### config.mk
export PLATFORM = sky130hd
export DESIGN_NAME = circular_deque_top
export DESIGN_NICKNAME = d
export VERILOG_FILES = /design/src/cdq_pkg.sv /design/src/circular_deque_top.sv
export SDC_FILE = /design/constraint.sdc
export NUM_CORES = 1
export LEC_CHECK = 0
export BUFFER_PORTS_ARGS = -buffer_cell sky130_fd_sc_hd__buf_2
export CORE_UTILIZATION = 55
export CTS_CLUSTER_DIAMETER = 80
export CTS_CLUSTER_SIZE = 14
export DETAILED_ROUTE_END_ITERATION = 6
export HOLD_SLACK_MARGIN = 0.08
export PLACE_DENSITY = 0.73
export SLEW_MARGIN = 40
export SYNTH_ARGS = -nofsm -noshare
export SYNTH_HDL_FRONTEND = slang
export SYNTH_SLANG_ARGS = --single-unit
### constraint.sdc
create_clock -name i_clk -period 8.35 [get_ports i_clk]
set_input_delay 0 -clock i_clk [delete_from_list [all_inputs] [get_ports i_clk]]
set_output_delay 0 -clock i_clk [all_outputs]
set_load 0.05 [all_outputs]
### src/cdq_pkg.sv
`timescale 1ns / 1ps
// Shared definitions for the circular deque: operation and status codes,
// and the default ring depth. No dependencies.
package cdq_pkg;

    // Default number of words held in the ring
    localparam int unsigned CdqDepth = 8;

    // Operation carried by an input transfer
    typedef enum logic [1:0] {
        KIND_PUSH_FRONT = 2'd0,
        KIND_PUSH_BACK  = 2'd1,
        KIND_POP_FRONT  = 2'd2,
        KIND_POP_BACK   = 2'd3
    } t_kind;

    // Outcome reported with every result
    typedef enum logic [1:0] {
        ST_OK    = 2'd0,
        ST_FULL  = 2'd1,
        ST_EMPTY = 2'd2
    } t_status;

endpackage

### src/circular_deque_top.sv
`timescale 1ns / 1ps
// Circular deque top level: ring memory, pointer and count logic, result register.
// Depends on cdq_pkg for operation codes, status codes and the default depth.
//
// Double-ended queue of signed 32-bit words held in a ring of DEPTH entries in a
// synchronous memory with a registered read port. Each input transfer is one
// operation (push front, push back, pop front, pop back) and yields exactly one
// result carrying the popped word, a status (ok, full, empty) and the occupancy
// after the operation. Pushes, refused pushes and refused pops go straight to the
// result register; a successful pop passes through the S_READ state, because the
// popped word comes from the memory read port in the cycle after the address is
// issued. Only one operation is in flight at a time; a new operation is taken as
// soon as the result register is free or its result is being taken in the same
// cycle. Refused operations leave all state unchanged and return a popped word of
// zero. The occupancy output is the count truncated to four bits.
module circular_deque_top
    import cdq_pkg::*;
#(
    parameter int unsigned DEPTH = CdqDepth
) (
    input  logic               i_clk,
    input  logic               i_rst_n,
    // operation channel
    input  logic               i_in_valid,
    output logic               o_in_ready,
    input  logic [1:0]         i_kind,
    input  logic signed [31:0] i_push_value,
    // result channel
    output logic               o_out_valid,
    input  logic               i_out_ready,
    output logic signed [31:0] o_pop_value,
    output logic [1:0]         o_status,
    output logic [3:0]         o_occupancy
);

    localparam int unsigned AW = (DEPTH > 1) ? $clog2(DEPTH) : 1;
    localparam int unsigned CW = $clog2(DEPTH + 1);
    localparam logic [AW-1:0] LastIdx = AW'(DEPTH - 1);
    localparam logic [CW-1:0] FullCnt = CW'(DEPTH);

    typedef enum logic {
        S_IDLE,
        S_READ
    } t_state;

    // Control and pointer state
    t_state         r_state,     n_state;
    logic [AW-1:0]  r_front,     n_front;
    logic [AW-1:0]  r_back,      n_back;
    logic [CW-1:0]  r_count,     n_count;

    // Result register
    logic           r_out_valid, n_out_valid;
    logic [31:0]    r_pop_value, n_pop_value;
    t_status        r_status,    n_status;
    logic [3:0]     r_occ,       n_occ;

    // Ring memory and its ports
    logic [31:0]    r_mem [DEPTH];
    logic [31:0]    r_rd_data;
    logic           w_we;
    logic [AW-1:0]  w_waddr;
    logic           w_re;
    logic [AW-1:0]  w_raddr;

    logic           w_accept;
    logic           w_out_take;
    logic [AW-1:0]  w_front_dec;
    logic [AW-1:0]  w_front_inc;
    logic [AW-1:0]  w_back_dec;
    logic [AW-1:0]  w_back_inc;

    assign o_in_ready  = (r_state == S_IDLE) && (!r_out_valid || i_out_ready);
    assign w_accept    = i_in_valid && o_in_ready;
    assign w_out_take  = r_out_valid && i_out_ready;

    assign o_out_valid = r_out_valid;
    assign o_pop_value = r_pop_value;
    assign o_status    = r_status;
    assign o_occupancy = r_occ;

    // Wrap pointers around the ring
    assign w_front_dec = (r_front == '0)      ? LastIdx : r_front - AW'(1);
    assign w_front_inc = (r_front == LastIdx) ? '0      : r_front + AW'(1);
    assign w_back_dec  = (r_back == '0)       ? LastIdx : r_back - AW'(1);
    assign w_back_inc  = (r_back == LastIdx)  ? '0      : r_back + AW'(1);

    // Decode the operation, steer the memory ports and form the next result
    always_comb begin
        n_state     = r_state;
        n_front     = r_front;
        n_back      = r_back;
        n_count     = r_count;
        n_out_valid = w_out_take ? 1'b0 : r_out_valid;
        n_pop_value = r_pop_value;
        n_status    = r_status;
        n_occ       = r_occ;
        w_we        = 1'b0;
        w_waddr     = r_front;
        w_re        = 1'b0;
        w_raddr     = r_front;

        unique case (r_state)
            S_IDLE: begin
                if (w_accept) begin
                    n_pop_value = '0;
                    n_status    = ST_OK;
                    unique case (t_kind'(i_kind))
                        KIND_PUSH_FRONT: begin
                            if (r_count == FullCnt) begin
                                n_status = ST_FULL;
                            end else begin
                                n_front = w_front_dec;
                                n_count = r_count + CW'(1);
                                w_we    = 1'b1;
                                w_waddr = w_front_dec;
                            end
                        end
                        KIND_PUSH_BACK: begin
                            if (r_count == FullCnt) begin
                                n_status = ST_FULL;
                            end else begin
                                n_back  = w_back_inc;
                                n_count = r_count + CW'(1);
                                w_we    = 1'b1;
                                w_waddr = w_back_inc;
                            end
                        end
                        KIND_POP_FRONT: begin
                            if (r_count == '0) begin
                                n_status = ST_EMPTY;
                            end else begin
                                n_front = w_front_inc;
                                n_count = r_count - CW'(1);
                                w_re    = 1'b1;
                                w_raddr = r_front;
                            end
                        end
                        KIND_POP_BACK: begin
                            if (r_count == '0) begin
                                n_status = ST_EMPTY;
                            end else begin
                                n_back  = w_back_dec;
                                n_count = r_count - CW'(1);
                                w_re    = 1'b1;
                                w_raddr = r_back;
                            end
                        end
                        default: begin
                            n_status = ST_OK;
                        end
                    endcase
                    n_occ = 4'(n_count);
                    // a successful pop waits in S_READ for the memory read
                    if (w_re) begin
                        n_state = S_READ;
                    end else begin
                        n_out_valid = 1'b1;
                    end
                end
            end
            S_READ: begin
                n_out_valid = 1'b1;
                n_pop_value = r_rd_data;
                n_state     = S_IDLE;
            end
            default: begin
                n_state = S_IDLE;
            end
        endcase
    end

    // Ring memory: one write port, one registered read port
    always_ff @(posedge i_clk) begin
        if (w_we) begin
            r_mem[w_waddr] <= i_push_value;
        end
        if (w_re) begin
            r_rd_data <= r_mem[w_raddr];
        end
    end

    // Hold state, pointers and the result register
    always_ff @(posedge i_clk) begin
        if (!i_rst_n) begin
            r_state     <= S_IDLE;
            r_front     <= '0;
            r_back      <= LastIdx;
            r_count     <= '0;
            r_out_valid <= 1'b0;
        end else begin
            r_state     <= n_state;
            r_front     <= n_front;
            r_back      <= n_back;
            r_count     <= n_count;
            r_out_valid <= n_out_valid;
        end
        r_pop_value <= n_pop_value;
        r_status    <= n_status;
        r_occ       <= n_occ;
    end

    // Count never exceeds the ring depth
    a_count_bound: assert property (@(posedge i_clk) disable iff (!i_rst_n)
        r_count <= FullCnt)
        else $error("deque count above depth");

    // While empty, the back pointer sits one place behind the front pointer
    a_empty_ptrs: assert property (@(posedge i_clk) disable iff (!i_rst_n)
        (r_count == '0) |-> (r_back == w_front_dec))
        else $error("pointers inconsistent while empty");

    // A pending memory read always delivers a result in the next cycle
    a_read_delivers: assert property (@(posedge i_clk) disable iff (!i_rst_n)
        (r_state == S_READ) |=> (o_out_valid && r_state == S_IDLE))
        else $error("pop result not delivered after read");

    // Refused and push operations report a zero popped word
    a_zero_word: assert property (@(posedge i_clk) disable iff (!i_rst_n)
        (w_accept && !w_re) |=> (o_pop_value == '0))
        else $error("non-pop result carries a word");

endmodule
==> impl_metrics.py, run 1 <==
metrics = {
    "timing": {
        "skew_ps": 12.9,
        "slew_headroom": 0.475,
        "setup_tns_ps": 0,
        "hold_violations": 0,
        "setup_viol": 0,
        "finalCritPeriodShare": 0.462,
        "finalCriticalPeriod_ps": 3860,
        "rsz0062_at_grt": "no",
        "drv_slew": 0,
        "tightest_slew_ps": 788,
        "fmax_ghz": 0.259,
        "layout_setup_ws_ps": 4490,
    },
    "final_layout": {
        "syn_to_final_growth_pct": 14.9,
        "postLayoutCoreUtil": 0.649,
        "final_cells": 1321,
        "diodes": 0,
        "final_nets": 1040,
        "drive_above_1_share": 0.146,
    },
    "yosys": {
        "ys_seq_elements": 338,
        "synth_edf_count": 326,
        "syn_avg_cell_area_um2": 15.1,
        "synth_top_area_share": 0.734,
        "synth_cell_types": 46,
        "synth_common_cells": "edfxtp_1 (326), nand2_1 (146), a21oi_1 (76)",
        "syn_inst": 884,
        "yosys_warnings": 0,
        "synth_most_common_cell": "edfxtp_1",
        "async_flop_share": 0,
        "seq_area_frac_synth": 0.752,
        "synth_area_leader_cell": "edfxtp_1",
        "synth_flop_cell": "edfxtp_1",
        "synthTopCellsByArea": "edfxtp_1 (73%), nand2_1 (4.1%), a21oi_1 (2.9%)",
        "syn_nets": 932,
        "syn-cell-area_um2": 13300,
    },
    "routing": {
        "ant_nets": 0,
        "drt-total-wl_um": 25800,
        "detail_route.wl_per_cell_um": 19.5,
        "vias_per_cell": 5.77,
        "drt_pass1_iterations": 5,
        "drc": 0,
        "num_vias": 7625,
        "first_iter_violations": 472,
    },
    "clock_network": {
        "htree_num_levels": 1,
        "clk_latency_ps": 550,
        "clkTransAtPathRegs_ps": 70,
        "cts_resized": 0,
        "clock_path_buffers": 3,
        "cts_tree": "built",
        "root_buffer": "clkbuf_16",
        "numClockSinks": 338,
        "cts_setup_buffers": 0,
        "cts_buffers": 28,
    },
    "power_and_ir_drop": {
        "power.internal_mw": 2.71,
        "clockPowerShare": 0.323,
        "switchingPower_mw": 0.892,
        "netSwitchingFraction": 0.248,
        "p_leak_nw": 5.26,
        "seqPwrFrac": 0.545,
        "power_density_nw_per_um2": 235,
        "irDropWorstVdd_mv": 0.178,
        "combPwrFrac": 0.132,
    },
    "setup_path": {
        "max_stage_delay_ps": 700,
        "path_depth": 10,
        "crit_slowest_cell": "buf_4",
        "cp_max_fo": 68,
        "worstPathArrival_ps": 4270,
        "path_cells": "inv_1, ha_1, or3b_4, nand4_4, mux2i_4, buf_4, buf_4, a21oi_1, a221oi_1, a21o_1",
        "required_ps": 8760,
        "worst_setup_path_start_kind": "flip-flop",
        "cp.buffers_inverters": 3,
        "crit_top_cell": "buf_4",
        "cp-end-kind": "flip-flop",
        "r2r_cells": 10,
        "worstSetupPathType": "flip-flop to flip-flop",
        "worst_path_dominant_cell_family": "buffers and inverters",
    },
    "placement": {
        "dp.cells": 1243,
        "dp_hpwl_um": 14000,
        "dp_worst_setup_slack_ps": 4660,
        "globalplace.congestion": 0.828,
        "numPortBuffers": 77,
    },
    "global_routing": {
        "grt_pass1_vias": 7226,
        "overflow": 0,
        "grt_pass1_wl_um": 39500,
        "antenna_found_initial": 0,
        "grt_use_total": 0.211,
        "grt_max_degree": 97,
    },
    "hold_path": {
        "hold_class": "input port to flip-flop",
        "min_path_cells": 2,
    },
    "floorplanning": {
        "die_w_um": 158,
        "fp.dieArea_um2": 24900,
        "start_util": 0.565,
        "rows": 56,
        "num_io_pins": 78,
        "dieHeight_um": 158,
        "core_um2": 23600,
    },
    "status": {
        "status": "completed",
    },
    "flow_run": {
        "cap_violations": 0,
    },
}
[worst reg2reg max path, cell delays in order, from the launching register on]
cell and delay (ps):
dfxtp_1 380, inv_1 130, ha_1 300, or3b_4 450, nand4_4 210, mux2i_4 250
buf_4 550, buf_4 730, a21oi_1 170, a221oi_1 390, a21o_1 150
[sequential cells by signal, summed over array words and instances (netlist names)]
| register | count |
|---|---|
| r_state | 1 |
| r_front | 3 |
| o_occupancy | 4 |
| o_pop_value | 32 |
| o_out_valid | 1 |
| r_rd_data | 32 |
| r_mem | 256 |
| r_back | 3 |
| o_status | 2 |
| r_count | 4 |
[stage by stage]
stage | area [µm²] | total power, mW | hold WS [ps]
6_report | 15300 | 3.60 | 258
3_5_place_dp | 14200 | 2.46 | 265
4_1_cts | 15300 | 3.63 | 237
5_1_grt | 15300 | 3.73 | 261
2_1_floorplan | 13300 | 2.34 | 98.9
3_3_place_gp | 14000 | 2.44 | 264
[routing by layer]
metal  vias up  global-route usage  share of wire
met5         -                   0              0
met4         0              0.0578          0.023
met3        41              0.0274          0.051
met2       239               0.354           0.49
met1      3763               0.293           0.44
li1       3582                   -              -
[final timing paths]
| path | to | startpoint | slack (ps) |
|---|---|---|---|
| setup / recovery | r_rd_data[1]$_DFFE_PP_ | r_count[0]$_SDFFE_PN0P_ | 4490 |
| hold reg to reg | o_pop_value[9]$_SDFFCE_PN0P_ | r_rd_data[9]$_DFFE_PP_ | 530 |
| setup reg to reg | r_rd_data[1]$_DFFE_PP_ | r_count[0]$_SDFFE_PN0P_ | 4490 |
| hold / removal | r_mem[3][9]$_DFFE_PP_ | i_push_value[9] | 260 |
[cells in the final DEF, fill, tap and decap left out, types with 3 or more instances in the layout]
master / netlist / layout
a21boi_0: 3 / 3
a21o_1: 32 / 32
a21oi_1: 76 / 76
a221oi_1: 32 / 32
a32oi_1: 32 / 32
and2_1: 33 / 33
buf_16: 0 / 3
buf_2: 25 / 77
buf_4: 1 / 13
clkbuf_1: 20 / 10
clkbuf_16: 0 / 28
dfxtp_1: 12 / 12
dlygate4sd3_1: 0 / 38
edfxtp_1: 326 / 326
ha_1: 10 / 10
inv_1: 9 / 9
mux2_2: 3 / 3
mux2i_1: 36 / 34
mux2i_4: 0 / 3
nand2_1: 146 / 146
nand2b_1: 7 / 6
nand3_1: 4 / 4
nor2_1: 16 / 11
nor2_4: 0 / 5
nor2b_1: 6 / 6
nor3_1: 9 / 5
nor3_4: 0 / 4
nor4_1: 3 / 3
o211ai_1: 3 / 3
o21ai_0: 6 / 6
or3_1: 3 / 3
[cell type report]
class                      count  area (µm²)
clock buffer                  38         738
clock inverter                 2        32.5
timing repair buffer         134         987
inverter                       9        33.8
tap                          319         399
fill                        1682        8280
sequential                   338       10000
multi-input combinational    481        3110
[power by group through the flow]
stage          registers [mW]  logic, mW  clock network, mW
6_report                 1.96      0.474               1.16
5_1_grt                  1.97      0.516               1.24
4_1_cts                  1.96      0.477               1.18
3_5_place_dp             2.00      0.460                  0
3_3_place_gp             2.00      0.439                  0
2_1_floorplan            2.06      0.272                  0
[what timing repair did]
| item | CTS | global route |
|---|---|---|
| hold buffers | 38 | 0 |
| setup endpoints to repair | 0 | 0 |
| endpoints found under the hold margin | 271 | 0 |
[logic make-up after synthesis]
family | share of synthesized area
flops | 0.752
simple gates | 0.0810
compound gates | 0.100
buf+inv | 0.0254
mux | 0.0306
fa+ha+maj | 0.00938
xor+xnor | 0.00131
No activity file was read; power rests on OpenSTA's default activity.
==> inputs of run 2 (changes only) <==
Settings changed: PLACE_DENSITY 0.73 to 0.76.
Clock period 8.35 ns to 3.24 ns, I/O delays scaled along.
==> run 2 against run 1 <==
Compared with the run above:
- register-to-register slack worse by 4200 ps
- sequential share of layout area decreased by 0.86 points
- critical path type unchanged
- largest cell class unchanged
- die area is the same
- final cell count increased by 1.3%
==> impl_metrics.py, run 2 (same netlist as run 1, synthesis figures left out) <==
metrics = {
    "placement": {
        "dp_hpwl_um": 14200,
        "globalplace.congestion": 0.819,
        "dp.cells": 1260,
        "numPortBuffers": 77,
    },
    "clock_network": {
        "cts_tree": "built",
        "root_buffer": "clkbuf_16",
        "cts_setup_buffers": 0,
        "numClockSinks": 338,
        "clock_path_buffers": 3,
        "clk_latency_ps": 540,
        "cts_buffers": 28,
        "clkTransAtPathRegs_ps": 70,
        "htree_num_levels": 1,
    },
    "final_layout": {
        "largest_reg_flops": 256,
        "diodes": 0,
        "multi_input_comb_area_um2": 3100,
        "final_cells": 1338,
        "final_nets": 1057,
        "syn_to_final_growth_pct": 16.5,
        "final_common_cell": "edfxtp_1",
        "mostFrequentLayoutCells": "edfxtp_1 (326), nand2_1 (146), buf_2 (77), a21oi_1 (76), dlygate4sd3_1 (38)",
        "postLayoutCoreUtil": 0.658,
        "drive_above_1_share": 0.159,
        "fillers": 1632,
        "top_register": "r_mem",
        "register_area_um2": 10000,
    },
    "timing": {
        "drv_slew": 0,
        "hold_violations": 0,
        "tightest_slew_ps": 831,
        "finalCritPeriodShare": 0.926,
        "setup_tns_ps": 0,
        "slew_headroom": 0.444,
        "rsz0062_at_grt": "no",
        "finalCriticalPeriod_ps": 3000,
        "fmax_ghz": 0.333,
        "setup_viol": 0,
        "skew_ps": 15.0,
        "whs_ps": 261,
    },
    "global_routing": {
        "overflow": 0,
        "grt_pass1_vias": 7580,
        "antenna_found_initial": 0,
        "grt_pass1_wl_um": 40300,
        "grt_use_total": 0.215,
        "grt_max_degree": 77,
    },
    "floorplanning": {
        "rows": 56,
        "fp.dieArea_um2": 24900,
        "core_um2": 23600,
        "dieHeight_um": 158,
        "die_w_um": 158,
        "start_util": 0.565,
        "num_io_pins": 78,
    },
    "setup_path": {
        "max_stage_delay_ps": 450,
        "crit_slowest_cell": "or3b_4",
        "r2r-start": "r_count[0]$_SDFFE_PN0P_",
        "cp-end-kind": "flip-flop",
        "worstSetupPathType": "flip-flop to flip-flop",
        "reg2reg_to": "r_rd_data[24]$_DFFE_PP_",
        "crit_path_start": "r_count[0]$_SDFFE_PN0P_",
        "r2r_cells": 9,
        "worst_setup_path_start_kind": "flip-flop",
        "cp_max_fo": 36,
        "worstPathArrival_ps": 3300,
        "required_ps": 3540,
        "path_cells": "inv_1, ha_1, or3b_4, nand4_4, mux2i_4, buf_12, mux2i_1, a221oi_1, a21o_1",
        "reg2reg_slack_ps": 240,
        "endpoint": "r_rd_data[24]$_DFFE_PP_",
    },
    "routing": {
        "num_vias": 7733,
        "drt_pass1_iterations": 5,
        "ant_nets": 0,
        "drc": 0,
        "detail_route.wl_per_cell_um": 19.4,
        "drt-total-wl_um": 26000,
        "vias_per_cell": 5.78,
        "first_iter_violations": 589,
    },
    "power_and_ir_drop": {
        "p_leak_nw": 5.37,
        "power_mw": 9.34,
        "power_density_nw_per_um2": 602,
        "irDropWorstVdd_mv": 0.444,
    },
    "hold_path": {
        "hold_class": "input port to flip-flop",
    },
    "status": {
        "status": "completed",
    },
    "flow_run": {
        "cap_violations": 0,
    },
}
==> run 2: cell count changes in the layout (fill, tap and decap cells not counted) <==
cell,previous run,this run
buf_8,2,0
o32ai_2,1,0
buf_12,0,12
clkbuf_16,28,29
buf_16,3,0
buf_4,13,23
o32ai_1,0,1
clkinv_8,2,1
==> run 2: critical path: cells and delay by family, from the launching register on <==
kind | cells | cell delay (ps)
AOI/OAI and AO/OA | 2 | 300
DFF | 1 | 380
and+or+nand+nor | 2 | 660
adders and majority gates | 1 | 300
muxes | 2 | 680
buffers and inverters | 2 | 400
==> run 2: through the flow <==
step | setup WS, ps | instance area [µm²]
CTS | 194 | 15500
global route | 7.17 | 15500
finish | 240 | 15500
global placement | 303 | 14400
floorplan | -434 | 13400
detailed placement | 209 | 14400
==> run 2: layout make-up <==
| type | count | area share |
|---|---|---|
| timing repair buffer | 151 | 0.0766 |
| inverter | 9 | 0.00217 |
| clock inverter | 1 | 0.00105 |
| sequential | 338 | 0.646 |
| tap | 319 | 0.0257 |
| multi-input combinational | 481 | 0.200 |
| clock buffer | 39 | 0.0491 |
==> run 2: worst min-delay path by stage <==
stage / endpoint / depth (start not counted) / startpoint / slack [ps]
after floorplan: r_mem[0][0]$_DFFE_PP_ / 0 / i_push_value[0] / 100
after global placement: r_mem[5][22]$_DFFE_PP_ / 1 / i_push_value[22] / 260
after detailed placement: r_mem[7][22]$_DFFE_PP_ / 1 / i_push_value[22] / 270
after CTS: r_mem[1][3]$_DFFE_PP_ / 2 / i_push_value[3] / 250
after global routing: r_mem[2][8]$_DFFE_PP_ / 2 / i_push_value[8] / 260
final: r_mem[1][6]$_DFFE_PP_ / 2 / i_push_value[6] / 260
==> run 2: metal layers <==
metal / vias up / routed length (µm) / global-route usage
li1: 3605 / - / -
met1: 3793 / 11000 / 0.291
met2: 286 / 12800 / 0.354
met3: 49 / 1670 / 0.0367
met4: 0 / 567 / 0.0744
met5: - / 0 / 0
==> run 2: repair_timing <==
item                                   4_1_cts  5_1_grt
resized for setup                            0        1
hold buffers                                38        0
endpoints found under the hold margin      270        0
setup endpoints to repair                    0        1
==> run 2: where the power goes <==
part	internal (mW)	leakage (nW)	total (mW)	switching [mW]
Sequential	5.00	3.09	5.06	0.0544
Clock	1.62	0.376	3.01	1.39
Combinational	0.445	1.91	1.28	0.832
==> inputs of run 3 (changes only) <==
Settings changed: GPL_ROUTABILITY_DRIVEN set to 0.
Clock period 3.24 ns to 2.6 ns, I/O delays scaled along.
==> run 3 against run 2 <==
Compared with the run above:
- via count increased by 4.9%
- core utilization increased by 3.3 points
- sequential cell count unchanged
- maximum frequency increased by 17%
- critical path type unchanged
==> impl_metrics.py, run 3 (same netlist as run 1, synthesis figures left out) <==
metrics = {
    "status": {
        "status": "completed",
    },
    "floorplanning": {
        "rows": 56,
        "start_util": 0.565,
        "fp.dieArea_um2": 24900,
        "dieHeight_um": 158,
        "core_um2": 23600,
        "die_w_um": 158,
        "num_io_pins": 78,
    },
    "final_layout": {
        "syn_to_final_growth_pct": 22.2,
        "top_register": "r_mem",
        "multi_input_comb_area_um2": 3270,
        "final_common_cell": "edfxtp_1",
        "drive_above_1_share": 0.223,
        "fillers": 1557,
        "mostFrequentLayoutCells": "edfxtp_1 (326), nand2_1 (144), buf_2 (77), a21oi_1 (75), buf_4 (45)",
        "register_area_um2": 10000,
        "final_cells": 1381,
        "diodes": 0,
        "final_nets": 1100,
        "largest_reg_flops": 256,
    },
    "setup_path": {
        "path_cells": "inv_4, ha_4, or3b_4, nand4_4, mux2i_4, buf_4, buf_12, mux2i_1, a221oi_2, a21o_1",
        "worst_setup_path_start_kind": "flip-flop",
        "worst_path_dominant_cell_family": "multiplexers",
        "worstPathArrival_ps": 2870,
        "required_ps": 2900,
        "cp.buffers_inverters": 3,
        "max_stage_delay_ps": 390,
        "cp-end-kind": "flip-flop",
        "worstSetupPathType": "flip-flop to flip-flop",
        "crit_slowest_cell": "or3b_4",
        "cp_max_fo": 24,
    },
    "timing": {
        "finalCritPeriodShare": 0.988,
        "hold_violations": 0,
        "whs_ps": 246,
        "tightest_slew_ps": 633,
        "drv_slew": 0,
        "setup_viol": 0,
        "setup_tns_ps": 0,
        "layout_setup_ws_ps": 32.3,
        "finalCriticalPeriod_ps": 2570,
        "skew_ps": 20.8,
        "fmax_ghz": 0.389,
        "rsz0062_at_grt": "yes",
        "slew_headroom": 0.574,
    },
    "power_and_ir_drop": {
        "switchingPower_mw": 3.01,
        "power.internal_mw": 8.96,
        "seqPwrFrac": 0.527,
        "netSwitchingFraction": 0.251,
        "combPwrFrac": 0.162,
        "clockPowerShare": 0.311,
        "irDropWorstVdd_mv": 0.537,
        "p_leak_nw": 5.73,
        "power_density_nw_per_um2": 734,
    },
    "clock_network": {
        "root_buffer": "clkbuf_16",
        "cts_buffers": 28,
        "clock_path_buffers": 3,
        "clk_latency_ps": 550,
        "cts_tree": "built",
        "htree_num_levels": 1,
        "numClockSinks": 338,
        "clkTransAtPathRegs_ps": 70,
    },
    "global_routing": {
        "grt_use_met3": 0.0370,
        "overflow": 0,
        "grt-busiest-layer": "met2",
        "grt_max_degree": 53,
        "grt_util_met2": 0.382,
        "antenna_found_initial": 0,
        "grt_pass1_vias": 7789,
        "grt_use_total": 0.230,
        "grt_pass1_wl_um": 42800,
        "grtUsageMet1": 0.316,
    },
    "routing": {
        "drt-total-wl_um": 29300,
        "drt_pass1_iterations": 5,
        "detail_route.wl_per_cell_um": 21.2,
        "first_iter_violations": 752,
        "drc": 0,
        "vias_per_cell": 5.87,
        "ant_nets": 0,
        "num_vias": 8111,
    },
    "placement": {
        "dp_worst_setup_slack_ps": -2.67,
        "dp.cells": 1285,
        "numPortBuffers": 77,
        "dp_hpwl_um": 15200,
    },
    "flow_run": {
        "cap_violations": 0,
    },
    "hold_path": {
        "hold_class": "input port to flip-flop",
    },
}
==> run 3: worst paths after layout <==
path | from | to | slack, ps | cells past startpoint
max reg2reg | r_count[0]$_SDFFE_PN0P_ | r_rd_data[29]$_DFFE_PP_ | 30 | 10
min reg2reg | r_rd_data[4]$_DFFE_PP_ | o_pop_value[4]$_SDFFCE_PN0P_ | 520 | 1
max | r_count[0]$_SDFFE_PN0P_ | r_rd_data[29]$_DFFE_PP_ | 30 | 10
min | i_push_value[20] | r_mem[3][20]$_DFFE_PP_ | 250 | 2
==> run 3: cell type report <==
cell class	instances	area share
clock buffer	38	0.0453
clock inverter	2	0.00200
inverter	9	0.00223
multi-input combinational	481	0.200
sequential	338	0.616
tap	319	0.0245
timing repair buffer	194	0.110
==> run 3: metal layers <==
| layer | up-vias | part of all wire |
|---|---|---|
| met2 | 353 | 0.48 |
| li1 | 3703 | - |
| met4 | 0 | 0.027 |
| met1 | 3997 | 0.42 |
| met5 | - | 0 |
| met3 | 58 | 0.075 |
==> run 3: power by group through the flow <==
stage               sequential [mW]  clock (mW)  combinational [mW]
floorplan                      6.62           0               0.924
finish                         6.30        3.73                1.94
global placement               6.41           0                1.63
CTS                            6.30        3.78                1.80
detailed placement             6.42           0                1.68
global route                   6.32        3.97                2.07
==> run 3: what timing repair did <==
item,CTS,global route
pin swaps,0,9
gates resized for setup,1,22
endpoints found under the hold margin,269,0
cloned,2,7
buffers inserted,2,8
hold buffers,38,0
endpoints found under the setup margin,2,138
==> run 3: per-stage QoR <==
step	util	power, mW	cell area [µm²]
6_report	0.690	12.0	16300
5_1_grt	0.690	12.4	16300
3_5_place_dp	0.625	8.10	14800
3_3_place_gp	0.625	8.05	14800
2_1_floorplan	-	7.55	13500
4_1_cts	0.677	11.9	16000
==> run 3: worst register-to-register path, delay by kind of cell, from the launching register on <==
kind	cells	cell delay, ps
muxes	2	590
adders and majority gates	1	130
buffers and inverters	3	420
AOI/OAI and AO/OA	2	280
DFF	1	380
and+or+nand+nor	2	540
